File: src/rtl/lss_pkg.sv
// lss_pkg: shared types and constants for the LED script sequencer.
// No dependencies; every other file of the block refers to it by scoped names.

package lss_pkg;

	localparam logic [31:0] MAGIC_WORD   = 32'h13a0_fe89;
	localparam int unsigned POS_W        = 10;
	localparam int unsigned ELAPSED_W    = 25;
	localparam int unsigned WAIT_W       = 24;
	localparam int unsigned LIGHT_W      = 4;

	localparam logic [ELAPSED_W-1:0] ELAPSED_MAX = {ELAPSED_W{1'b1}};

	typedef enum logic [7:0] {
		OPC_LEDS  = 8'h00,
		OPC_LAMPS = 8'h01,
		OPC_WAIT  = 8'h02,
		OPC_LOOP  = 8'h03
	} opcode_t;

	// Item kinds carried in s_tuser
	localparam logic KIND_TICK  = 1'b0;
	localparam logic KIND_WRITE = 1'b1;

	// One result beat
	typedef struct packed {
		logic               script_valid;
		logic               waiting;
		logic [POS_W-1:0]   position;
		logic [LIGHT_W-1:0] lamp_bits;
		logic [LIGHT_W-1:0] led_bits;
	} result_t;

endpackage

File: src/rtl/lss_outbuf.sv
// lss_outbuf: two-entry result buffer between the execute step and the
// master side. Depends on lss_pkg.

module lss_outbuf (
	input  logic             clk,
	input  logic             arst_n,
	input  logic             push,
	input  lss_pkg::result_t push_data,
	output logic             has_room,
	output logic             out_valid,
	output lss_pkg::result_t out_data,
	input  logic             out_ready
);

	lss_pkg::result_t slot_q [2];
	logic             wr_ptr_q, rd_ptr_q;
	logic [1:0]       cnt_q;
	logic             pop;

	assign has_room  = (cnt_q != 2'd2);
	assign out_valid = (cnt_q != 2'd0);
	assign out_data  = slot_q[rd_ptr_q];
	assign pop       = out_valid && out_ready;

	always_ff @(posedge clk) begin
		if (push) begin
			slot_q[wr_ptr_q] <= push_data;
		end
	end

	always_ff @(posedge clk or negedge arst_n) begin
		if (!arst_n) begin
			wr_ptr_q <= 1'b0;
			rd_ptr_q <= 1'b0;
			cnt_q    <= 2'd0;
		end else begin
			if (push) begin
				wr_ptr_q <= ~wr_ptr_q;
			end
			if (pop) begin
				rd_ptr_q <= ~rd_ptr_q;
			end
			case ({push, pop})
				2'b10:   cnt_q <= cnt_q + 2'd1;
				2'b01:   cnt_q <= cnt_q - 2'd1;
				default: cnt_q <= cnt_q;
			endcase
		end
	end

endmodule

File: config.mk
export PLATFORM = sky130hd
export DESIGN_NAME = lss_outbuf
export DESIGN_NICKNAME = d
export VERILOG_FILES = /design/src/rtl/lss_pkg.sv /design/src/rtl/lss_outbuf.sv
export SDC_FILE = /design/constraint.sdc
export NUM_CORES = 1
export LEC_CHECK = 0
export ABC_AREA = 0
export BUFFER_PORTS_ARGS = -buffer_cell sky130_fd_sc_hd__buf_2
export CAP_MARGIN = 15
export CORE_AREA = 2 2 61 63
export CTS_CLUSTER_SIZE = 10
export DETAILED_ROUTE_END_ITERATION = 10
export DIE_AREA = 0 0 63 65
export HOLD_SLACK_MARGIN = 0.12
export MAX_ROUTING_LAYER = met4
export PLACE_DENSITY = 0.77
export SYNTH_ARGS = -nofsm -noshare
export SYNTH_HDL_FRONTEND = slang
export SYNTH_SLANG_ARGS = --single-unit
File: constraint.sdc
create_clock -name clk -period 2.2 [get_ports clk]
set_clock_uncertainty 0.15 [all_clocks]
set_input_delay 0.11 -clock clk [delete_from_list [all_inputs] [get_ports clk]]
set_output_delay 0.11 -clock clk [all_outputs]
set_load 0.005 [all_outputs]
==> results.md <==
- RSZ-0062 raised after global routing: false
- Hold Path Class: primary input to flip-flop
- Die Y: ~65 um
- Slew HR: 0.753
- Static leakage: 0.871 nW
- Max Clk Rate: between 0.5 and 0.6 GHz
- CTS Buf Count: 5
- Post-detailed-route via-to-cell ratio: around 4.5
- Min Tclk post-route: 1.95 ns
- Largest family of logic cells by synthesized area: multiplexers
- Iter 0 DRT Violations: 34
- GRT Total Usage: 0.157
- First-pass detailed-route iteration total: 2
- Sequential fraction of the synthesis area: 0.796
- Total Power: between 2 and 2.5 mW
- Post-Syn Instances: 79
- Synth Area in Simple Gates: 0.0230
- Worst-margin pin slew: around 0.37 ns
- Status: completed
- Clock Path Buffers: 2
- WL per Instance: roughly 13 um
- Site row count: 22
- Core box area: between 3000 and 4000 um^2
- Crit path DAT: about 1.7 ns
- Post-synthesis adder-cell area fraction: 0.00766
- Post-synthesis cell area: around 1600 um^2
- Largest net degree at the start of global routing: 21
- GRT overflow: 0
- Commonest non-fill, non-tap cells in the layout: buf_2, edfxtp_1, dlygate4sd3_1
- WL final: 2720 um
- Max-Cap Viols: 0
- Post-CTS sizing: 0
- Setup violators final: 0
- Initial cell density of the core: 0.467
- Hold_buf cts: 24
- Die X: 63 um
- Max H-tree Level: 2
- Global-route wire length before repair: ~4500 um
- CTS tree: yes
- XOR/XNOR share of the synthesized area: 0.0268
- Mux cell area share after synthesis: 0.138
- Io pins: 46
- Aggregate negative setup slack: 0 ns
- Worst VDD drop: roughly 0.45 mV
- Compound-Gate Fraction of Synth Area: 0
- Setup CP Type: flip-flop to output pin
- Die area: between 4000 and 5000 um^2
- Vias in the first global route: 1015
- Max-slew violation count: 0
- Synth Area per Inst: 20.7 um^2
- Hpwl dp: 1780 um
- Critical path peak fanout: 13
- CTS sink cnt: 44
- Post-CTS setup buffers: 0
- Flip-flop and latch count after synthesis: 44
- DRC viols: 0
- RD Place Congestion: roughly 0.7
- Startpoint Class: flip-flop
- Antenna-violating nets left: 0
- Layout Nets: 181
- Antenna diodes: 0
- Commonest non-fill, non-tap cell in the layout: buf_2
- Root buffer cell: clkbuf_4
- Initial antenna violation count: 0
- Via count: 916
- Worst-skew pair later-pin latency: about 0.33 ns
- CP endpoint kind: output pin
- Pwr dens: roughly 1000 nW/um^2
- Mapped Nets: 104
- Worst-path clk slew: 0.11 ns
- Req. time, crit path: slightly below 2 ns
- Port Buffers: 45
- Yosys cell types: 13
- P&R area growth vs syn: 36.7%
- Layout cells sized above 1: 0.490
- Fin. Hold Viols: 0
- Synth warn: 0
- Period utilization: 0.887
## final cells by class
cell class	count	area [um^2]
clock buffer	8	58.8
sequential	44	1300
multi-input combinational	32	322
fill	275	1260
inverter	1	3.75
tap	48	60.1
timing repair buffer	72	488
## kinds of logic after synthesis
| kind of cell | count (synthesis) |
|---|---|
| XOR/XNOR | 5 |
| adder cells (fa/ha/maj) | 1 |
| buffers and inverters | 3 |
| flip-flops | 44 |
| multiplexers | 20 |
| AND/OR/NAND/NOR | 6 |
## power by group
group / switching (mW) / internal, mW
sequential: 0.0902 / 1.12
clock: 0.215 / 0.158
combinational: 0.306 / 0.409
## sequential cells by signal, summed over array words and instances (netlist names)
signal	cells
wr_ptr_q	1
cnt_q	2
rd_ptr_q	1
slot_q	40
## metrics by stage
stage / hold slack (ns) / std cells / util / setup WS [ns] / area, um^2
after floorplan: -0.336 / 79 / - / 0.390 / 1630
after global placement: -0.232 / 173 / 0.553 / 0.606 / 1930
after detailed placement: -0.226 / 173 / 0.553 / 0.513 / 1930
after CTS: 0.319 / 205 / 0.639 / 0.191 / 2230
after global routing: 0.309 / 205 / 0.639 / 0.117 / 2230
final: 0.342 / 205 / 0.639 / 0.249 / 2230
## worst max-delay path: stages, from the launching register on
cell     delay [ns]
dfrtp_1        0.58
buf_4          0.29
mux2_2         0.36
buf_2          0.13
## per-layer routing
metal | global-route usage | routed length (um) | share of wire
met2 | 0.287 | 1520 | 0.56
met5 | - | 0 | 0
met3 | 0.0382 | 133 | 0.049
met4 | 0.0833 | 55 | 0.020
met1 | 0.154 | 1010 | 0.37
## cells in the mapped netlist
cell	count	share of area
and2_1	1	0.0038
and2_4	1	0.0054
buf_2	2	0.0061
dfrtp_1	4	0.061
edfxtp_1	40	0.74
ha_1	1	0.0077
inv_1	1	0.0023
mux2_2	20	0.14
nand2b_1	1	0.0038
nor2_1	2	0.0046
or2_4	1	0.0054
xnor2_1	2	0.011
xor2_1	3	0.016
## final timing paths
check	slack (ns)	from	cells past startpoint	to
min in group asynchronous	0.53	arst_n	3	wr_ptr_q
setup reg to reg	0.49	cnt_q[0]	6	cnt_q[1]
setup / recovery	0.25	rd_ptr_q	3	out_data[15]
max in group asynchronous	1.20	arst_n	3	rd_ptr_q
hold reg to reg	0.36	cnt_q[1]	1	cnt_q[1]
hold / removal	0.34	push_data[13]	2	slot_q[0][13]
(Power assumes the default switching activity.)
