[config.mk]
export PLATFORM = sky130hd
export DESIGN_NAME = lss_exec
export DESIGN_NICKNAME = d
export VERILOG_FILES = /design/src/rtl/lss_pkg.sv /design/src/rtl/lss_exec.sv
export SDC_FILE = /design/constraint.sdc
export NUM_CORES = 1
export LEC_CHECK = 0
export BUFFER_PORTS_ARGS = -buffer_cell sky130_fd_sc_hd__buf_4
export CAP_MARGIN = 40
export CORE_MARGIN = 5
export CORE_UTILIZATION = 30
export CTS_CLUSTER_DIAMETER = 40
export CTS_CLUSTER_SIZE = 8
export DETAILED_ROUTE_END_ITERATION = 7
export SYNTH_ARGS = -nofsm -noshare
export SYNTH_HDL_FRONTEND = slang
export SYNTH_SLANG_ARGS = --single-unit
[constraint.sdc]
create_clock -name clk -period 5.15 [get_ports clk]
set_input_delay 0.2575 -clock clk [delete_from_list [all_inputs] [get_ports clk]]
set_output_delay 0.2575 -clock clk [all_outputs]
set_load 0.03 [all_outputs]
[src/rtl/lss_pkg.sv]
// lss_pkg: shared types and constants for the LED script sequencer.
// No dependencies; every other file of the block refers to it by scoped names.

package lss_pkg;

	localparam logic [31:0] MAGIC_WORD   = 32'h13a0_fe89;
	localparam int unsigned POS_W        = 10;
	localparam int unsigned ELAPSED_W    = 25;
	localparam int unsigned WAIT_W       = 24;
	localparam int unsigned LIGHT_W      = 4;

	localparam logic [ELAPSED_W-1:0] ELAPSED_MAX = {ELAPSED_W{1'b1}};

	typedef enum logic [7:0] {
		OPC_LEDS  = 8'h00,
		OPC_LAMPS = 8'h01,
		OPC_WAIT  = 8'h02,
		OPC_LOOP  = 8'h03
	} opcode_t;

	// Item kinds carried in s_tuser
	localparam logic KIND_TICK  = 1'b0;
	localparam logic KIND_WRITE = 1'b1;

	// One result beat
	typedef struct packed {
		logic               script_valid;
		logic               waiting;
		logic [POS_W-1:0]   position;
		logic [LIGHT_W-1:0] lamp_bits;
		logic [LIGHT_W-1:0] led_bits;
	} result_t;

endpackage

[src/rtl/lss_exec.sv]
// lss_exec: sequencer state registers and the execute step of one tick.
// Depends on lss_pkg; takes the prefetched word from lss_store.

module lss_exec #(
	parameter int unsigned SCRIPT_WORDS = 1024,
	parameter int unsigned AW           = $clog2(SCRIPT_WORDS)
) (
	input  logic                clk,
	input  logic                arst_n,
	input  logic                tick_en,
	input  logic [31:0]         cur_word,
	input  logic                magic_q,
	input  logic                magic_d,
	output logic [AW-1:0]       fetch_addr,
	output lss_pkg::result_t    result
);

	localparam logic [AW-1:0] LAST_IDX  = AW'(SCRIPT_WORDS - 1);
	localparam logic [AW-1:0] FIRST_OP  = AW'(2);

	logic [AW-1:0]                    pos_q, pos_d, pos_eff, pos_adv;
	logic                             waiting_q, waiting_d;
	logic [lss_pkg::ELAPSED_W-1:0]    el_q, el_d, el_inc;
	logic [lss_pkg::WAIT_W-1:0]       wlen_q, wlen_d;
	logic [lss_pkg::LIGHT_W-1:0]      led_q, led_d, lamp_q, lamp_d;
	logic [7:0]                       opc;
	logic                             run;

	assign opc     = cur_word[31:24];
	// header skip: position 0 executes from word 2
	assign pos_eff = (pos_q == '0) ? FIRST_OP : pos_q;
	assign pos_adv = (pos_eff == LAST_IDX) ? '0 : pos_eff + AW'(1);
	assign el_inc  = (waiting_q && el_q != lss_pkg::ELAPSED_MAX) ?
		el_q + lss_pkg::ELAPSED_W'(1) : el_q;

	always_comb begin
		pos_d     = pos_q;
		waiting_d = waiting_q;
		el_d      = el_q;
		wlen_d    = wlen_q;
		led_d     = led_q;
		lamp_d    = lamp_q;
		run       = 1'b0;
		if (tick_en) begin
			el_d = el_inc;
			if (pos_q != '0 || magic_q) begin
				pos_d = pos_eff;
				if (!waiting_q) begin
					run = 1'b1;
				end else if (el_inc > {1'b0, wlen_q}) begin
					waiting_d = 1'b0;
					run       = 1'b1;
				end
			end
			if (run) begin
				pos_d = pos_adv;
				case (opc)
					lss_pkg::OPC_LEDS:  led_d  = cur_word[lss_pkg::LIGHT_W-1:0];
					lss_pkg::OPC_LAMPS: lamp_d = cur_word[lss_pkg::LIGHT_W-1:0];
					lss_pkg::OPC_WAIT: begin
						waiting_d = 1'b1;
						el_d      = '0;
						wlen_d    = cur_word[lss_pkg::WAIT_W-1:0];
					end
					lss_pkg::OPC_LOOP:  pos_d  = '0;
					default: ;
				endcase
			end
		end
	end

	// prefetch the word the next tick will execute
	assign fetch_addr = (pos_d == '0) ? FIRST_OP : pos_d;

	always_comb begin
		result.led_bits     = led_d;
		result.lamp_bits    = lamp_d;
		result.position     = lss_pkg::POS_W'(pos_d);
		result.waiting      = waiting_d;
		result.script_valid = magic_d;
	end

	always_ff @(posedge clk or negedge arst_n) begin
		if (!arst_n) begin
			pos_q     <= '0;
			waiting_q <= 1'b0;
			el_q      <= '0;
			wlen_q    <= '0;
			led_q     <= '0;
			lamp_q    <= '0;
		end else begin
			pos_q     <= pos_d;
			waiting_q <= waiting_d;
			el_q      <= el_d;
			wlen_q    <= wlen_d;
			led_q     <= led_d;
			lamp_q    <= lamp_d;
		end
	end

endmodule

==> impl_table.tex <==
\begin{tabular}{lr}
\hline
Metric & Value \\
\hline
\multicolumn{2}{l}{\textbf{Routing}} \\
DRC errors left & 0 \\
Antenna Violating Nets Remaining & 0 \\
Total iterations of the first detailed-routing run & 4 \\
Ratio of routed vias to standard cells & 4.88 \\
Final wirelength & 9800 um \\
Via count & 3387 \\
Routed length per placed instance & 14.1 um \\
1st-iter DRT viols & 130 \\
\multicolumn{2}{l}{\textbf{STA}} \\
Rel. slew slack & 52.2\% \\
Crit path time final & 4930 ps \\
Total Negative Setup Slacks & 0 ps \\
Worst-case setup margin in the final layout & 220 ps \\
FMAX & 203 MHz \\
Share of the clock period used by the worst path & 95.7\% \\
Hold violation count in the final report & 0 \\
Actual slew at the worst max-slew pin & 716 ps \\
Final worst clock skew & 6.99 ps \\
Setup violations, final & 0 \\
Count of pins over their slew limit & 0 \\
\multicolumn{2}{l}{\textbf{GRT}} \\
Wire length of the first global-routing pass & 16600 um \\
Pin count of the biggest net entering global routing & 44 \\
Antenna violations before repair & 0 \\
Vias in the first global route & 3479 \\
Overall fraction of global-route tracks in use & 12.5\% \\
Global-route congestion overflow total & 0 \\
\multicolumn{2}{l}{\textbf{Critical path}} \\
Required time of the critical path & 4890 ps \\
Critical setup path kind & reg2out \\
Setup crit end kind & output port \\
Critical path fanouts, max & 13 \\
Cell depth of the worst flop-to-flop path & 18 \\
Crit path launch type & flop \\
Arrival time of data at the critical path endpoint & 4670 ps \\
\multicolumn{2}{l}{\textbf{Finish}} \\
Post-route standard cell area excluding fillers & 0.00517 sq mm \\
Area growth from synthesis to layout & 26.4\% \\
Filler cells & 1336 \\
Fraction of final layout cells sized beyond drive strength 1 & 23.9\% \\
Area taken by flip-flops and latches & 0.00171 sq mm \\
Final std cells w/o fill & 694 \\
Area occupied by multi-input gates & 0.00221 sq mm \\
Final-stage net count & 575 \\
Inserted Diodes & 0 \\
\multicolumn{2}{l}{\textbf{CTS}} \\
Clock slew at the register clock pins of the worst setup and hold paths & 60 ps \\
Num CTS Buffers & 9 \\
TritonCTS clock tree & done \\
CTS Root Cell & clkbuf\_16 \\
Worst-skew pair later-pin latency & 330 ps \\
Clock buffer depth & 2 \\
CTS H-Tree Depth & 3 \\
CTS sink count & 68 \\
\multicolumn{2}{l}{\textbf{Power}} \\
Part of the power in the clock network & 36.4\% \\
Maximum vdd ir drop & 0.163 mV \\
Switching power summed over all nets & 0.554 mW \\
Pwr Density & 327 mW/mm\^{}2 \\
Leak pwr & 2.46 nW \\
Share of total power in sequential cells & 37.6\% \\
Comb power frac & 26.1\% \\
Switching part of the total power & 32.8\% \\
Internal cell power & 1.14 mW \\
\multicolumn{2}{l}{\textbf{Placed design}} \\
Dpl cell area & 0.00477 sq mm \\
Placer congestion estimate & 0.871 \\
Worst slack after detailed placement & 160 ps \\
Half-perimeter wire length after placement & 7520 um \\
Cells after DPL & 675 \\
Count of buffers inserted at the top-level ports & 64 \\
\multicolumn{2}{l}{\textbf{Logic synthesis}} \\
Top-area cell type share of the netlist area & 41.6\% \\
Post-synth top area cell & dfrtp\_1 \\
Average instance area after synthesis & 9.18 sq um \\
Main area contributors after synthesis & dfrtp\_1 (42\%), ha\_1 (7.7\%), o21ai\_0 (5.5\%), nand2\_1 (5.1\%), xnor2\_1 (4.3\%) \\
Syn Nets & 507 \\
Post-Synthesis Cell Area & 0.00409 sq mm \\
Count of unique library cells instantiated by Yosys & 51 \\
Number of enable-type register cells in the synthesized netlist & 0 \\
Gate Count Post-Synth & 445 \\
Proportion of register bits with asynchronous set or reset after synthesis & 100\% \\
Dominant register cell in the synthesized netlist & dfrtp\_1 \\
Sequential share of the synthesized area & 41.6\% \\
Count of yosys warnings during synthesis & 0 \\
Number of synthesized register bits & 68 \\
\multicolumn{2}{l}{\textbf{Floorplanning}} \\
Num rows & 42 \\
Die Y-Extent & 127 um \\
Number of top-level pins & 67 \\
Die Width & 127 um \\
Initial Utilization & 30.7\% \\
Core ar. & 0.0133 sq mm \\
Overall die area & 0.0161 sq mm \\
\multicolumn{2}{l}{\textbf{Worst hold path}} \\
Class of the worst hold path & in2reg \\
Hold Path Depth & 3 \\
\multicolumn{2}{l}{\textbf{Run}} \\
Total of max-cap violations & 0 \\
\multicolumn{2}{l}{\textbf{Outcome}} \\
Result of the run & completed \\
\hline
\end{tabular}
==> Yosys cell counts (all sizes together) (11+ instances only) <==
master and instances:
and3 13, nor2 17, ha 25, nand2 55, o31ai 13, xnor2 20, nand3 15, mux2 11
o21ai 47, a22o 16, inv 37, dfrtp 68, a21oi 19
==> flip-flops by register name, summed over array words and instances, names as in the netlist <==
signal     count
led_q          4
lamp_q         4
el_q          25
pos_q         10
waiting_q      1
wlen_q        24
==> worst max-delay path, stage by stage (launching register included) <==
cell and delay [ps]:
dfrtp_2 420, nand4_1 140, or2_1 250, or3_1 430
nor2_4 160, nor4_1 60, buf_4 140, nand3_1 130
xnor2_1 100, ha_1 360, nand3_2 140, nor4_4 330
o21ai_0 140, a21oi_1 180, o21ai_2 110, a21o_4 280
nor4_4 260, buf_4 180, mux2_2 350, buf_4 170
==> layout by cell type, fill, tap and decap left out, types with 3 or more instances in the layout <==
| cell | instances |
|---|---|
| nor2_1 | 16 |
| dfrtp_2 | 3 |
| xnor2_1 | 20 |
| a22o_1 | 16 |
| or3_1 | 4 |
| inv_1 | 37 |
| mux2_2 | 10 |
| nand4_1 | 9 |
| buf_4 | 74 |
| nand3_1 | 14 |
| and2_1 | 5 |
| ha_1 | 25 |
| dfrtp_1 | 65 |
| clkbuf_16 | 9 |
| o31ai_2 | 3 |
| xor2_1 | 3 |
| a21oi_1 | 19 |
| o21ai_0 | 44 |
| nor3_1 | 8 |
| nand2_1 | 54 |
| nand2b_1 | 5 |
| o31ai_1 | 10 |
| and3_1 | 11 |
==> what timing repair did <==
action                                  CTS  global route
buffers inserted                          0             2
endpoints found under the hold margin    25             0
pin swaps                                 0             2
endpoints found under the setup margin   24            26
resized for setup                         5            16
hold buffers                              1             0
==> through the flow <==
stage	util, %	total power, mW	hold WS (ps)
detailed placement	35.9	1.08	206
global route	38.9	1.78	140
global placement	35.7	1.07	438
floorplan	-	0.903	-38.1
CTS	38.3	1.71	119
finish	38.9	1.69	127
==> worst paths after layout <==
check / start / to / slack, ps
max in group asynchronous: arst_n / el_q[12] / 4210
hold / removal: cur_word[10] / wlen_q[10] / 130
setup / recovery: el_q[8] / result[2] / 220
hold reg to reg: led_q[1] / led_q[1] / 500
min in group asynchronous: arst_n / pos_q[9] / 390
setup reg to reg: el_q[8] / wlen_q[0] / 750
==> routing by layer <==
metal	share of wire (%)	GRT usage [%]	vias up
met3	2.6	2.69	14
li1	-	-	1712
met4	1.6	5.05	0
met1	46	15.8	1613
met2	50	20.9	48
met5	0	0	-
==> cell families (layout without fill, tap and decap cells) <==
logic type / count (synthesis) / after routing / share of synthesized area, %
muxes: 11 / 11 / 3.03
and+or+nand+nor: 148 / 148 / 19.0
xor gates and xnor gates: 23 / 23 / 4.93
adders and majority gates: 25 / 25 / 7.65
buffers and inverters: 56 / 129 / 6.00
AOI/OAI and AO/OA: 114 / 114 / 17.7
DFF: 68 / 68 / 41.6
==> power groups by stage <==
stage                     Combinational, mW  Clock, mW  Sequential (mW)
after floorplan                       0.277          0            0.625
after global placement                0.432          0            0.640
after detailed placement              0.439          0            0.640
after CTS                             0.440      0.635            0.633
after global routing                  0.479      0.652            0.645
final                                 0.441      0.615            0.635
==> area by class of cell <==
| type | instances | area share [%] |
|---|---|---|
| flip-flops and latches | 68 | 33.0 |
| repair buffers | 76 | 11.5 |
| multi-input cells | 321 | 42.8 |
| inverters | 37 | 2.69 |
| clock buffers | 12 | 4.77 |
| well taps | 176 | 4.26 |
| clock inverters | 4 | 0.945 |
Power figures use the tool's default switching activity.
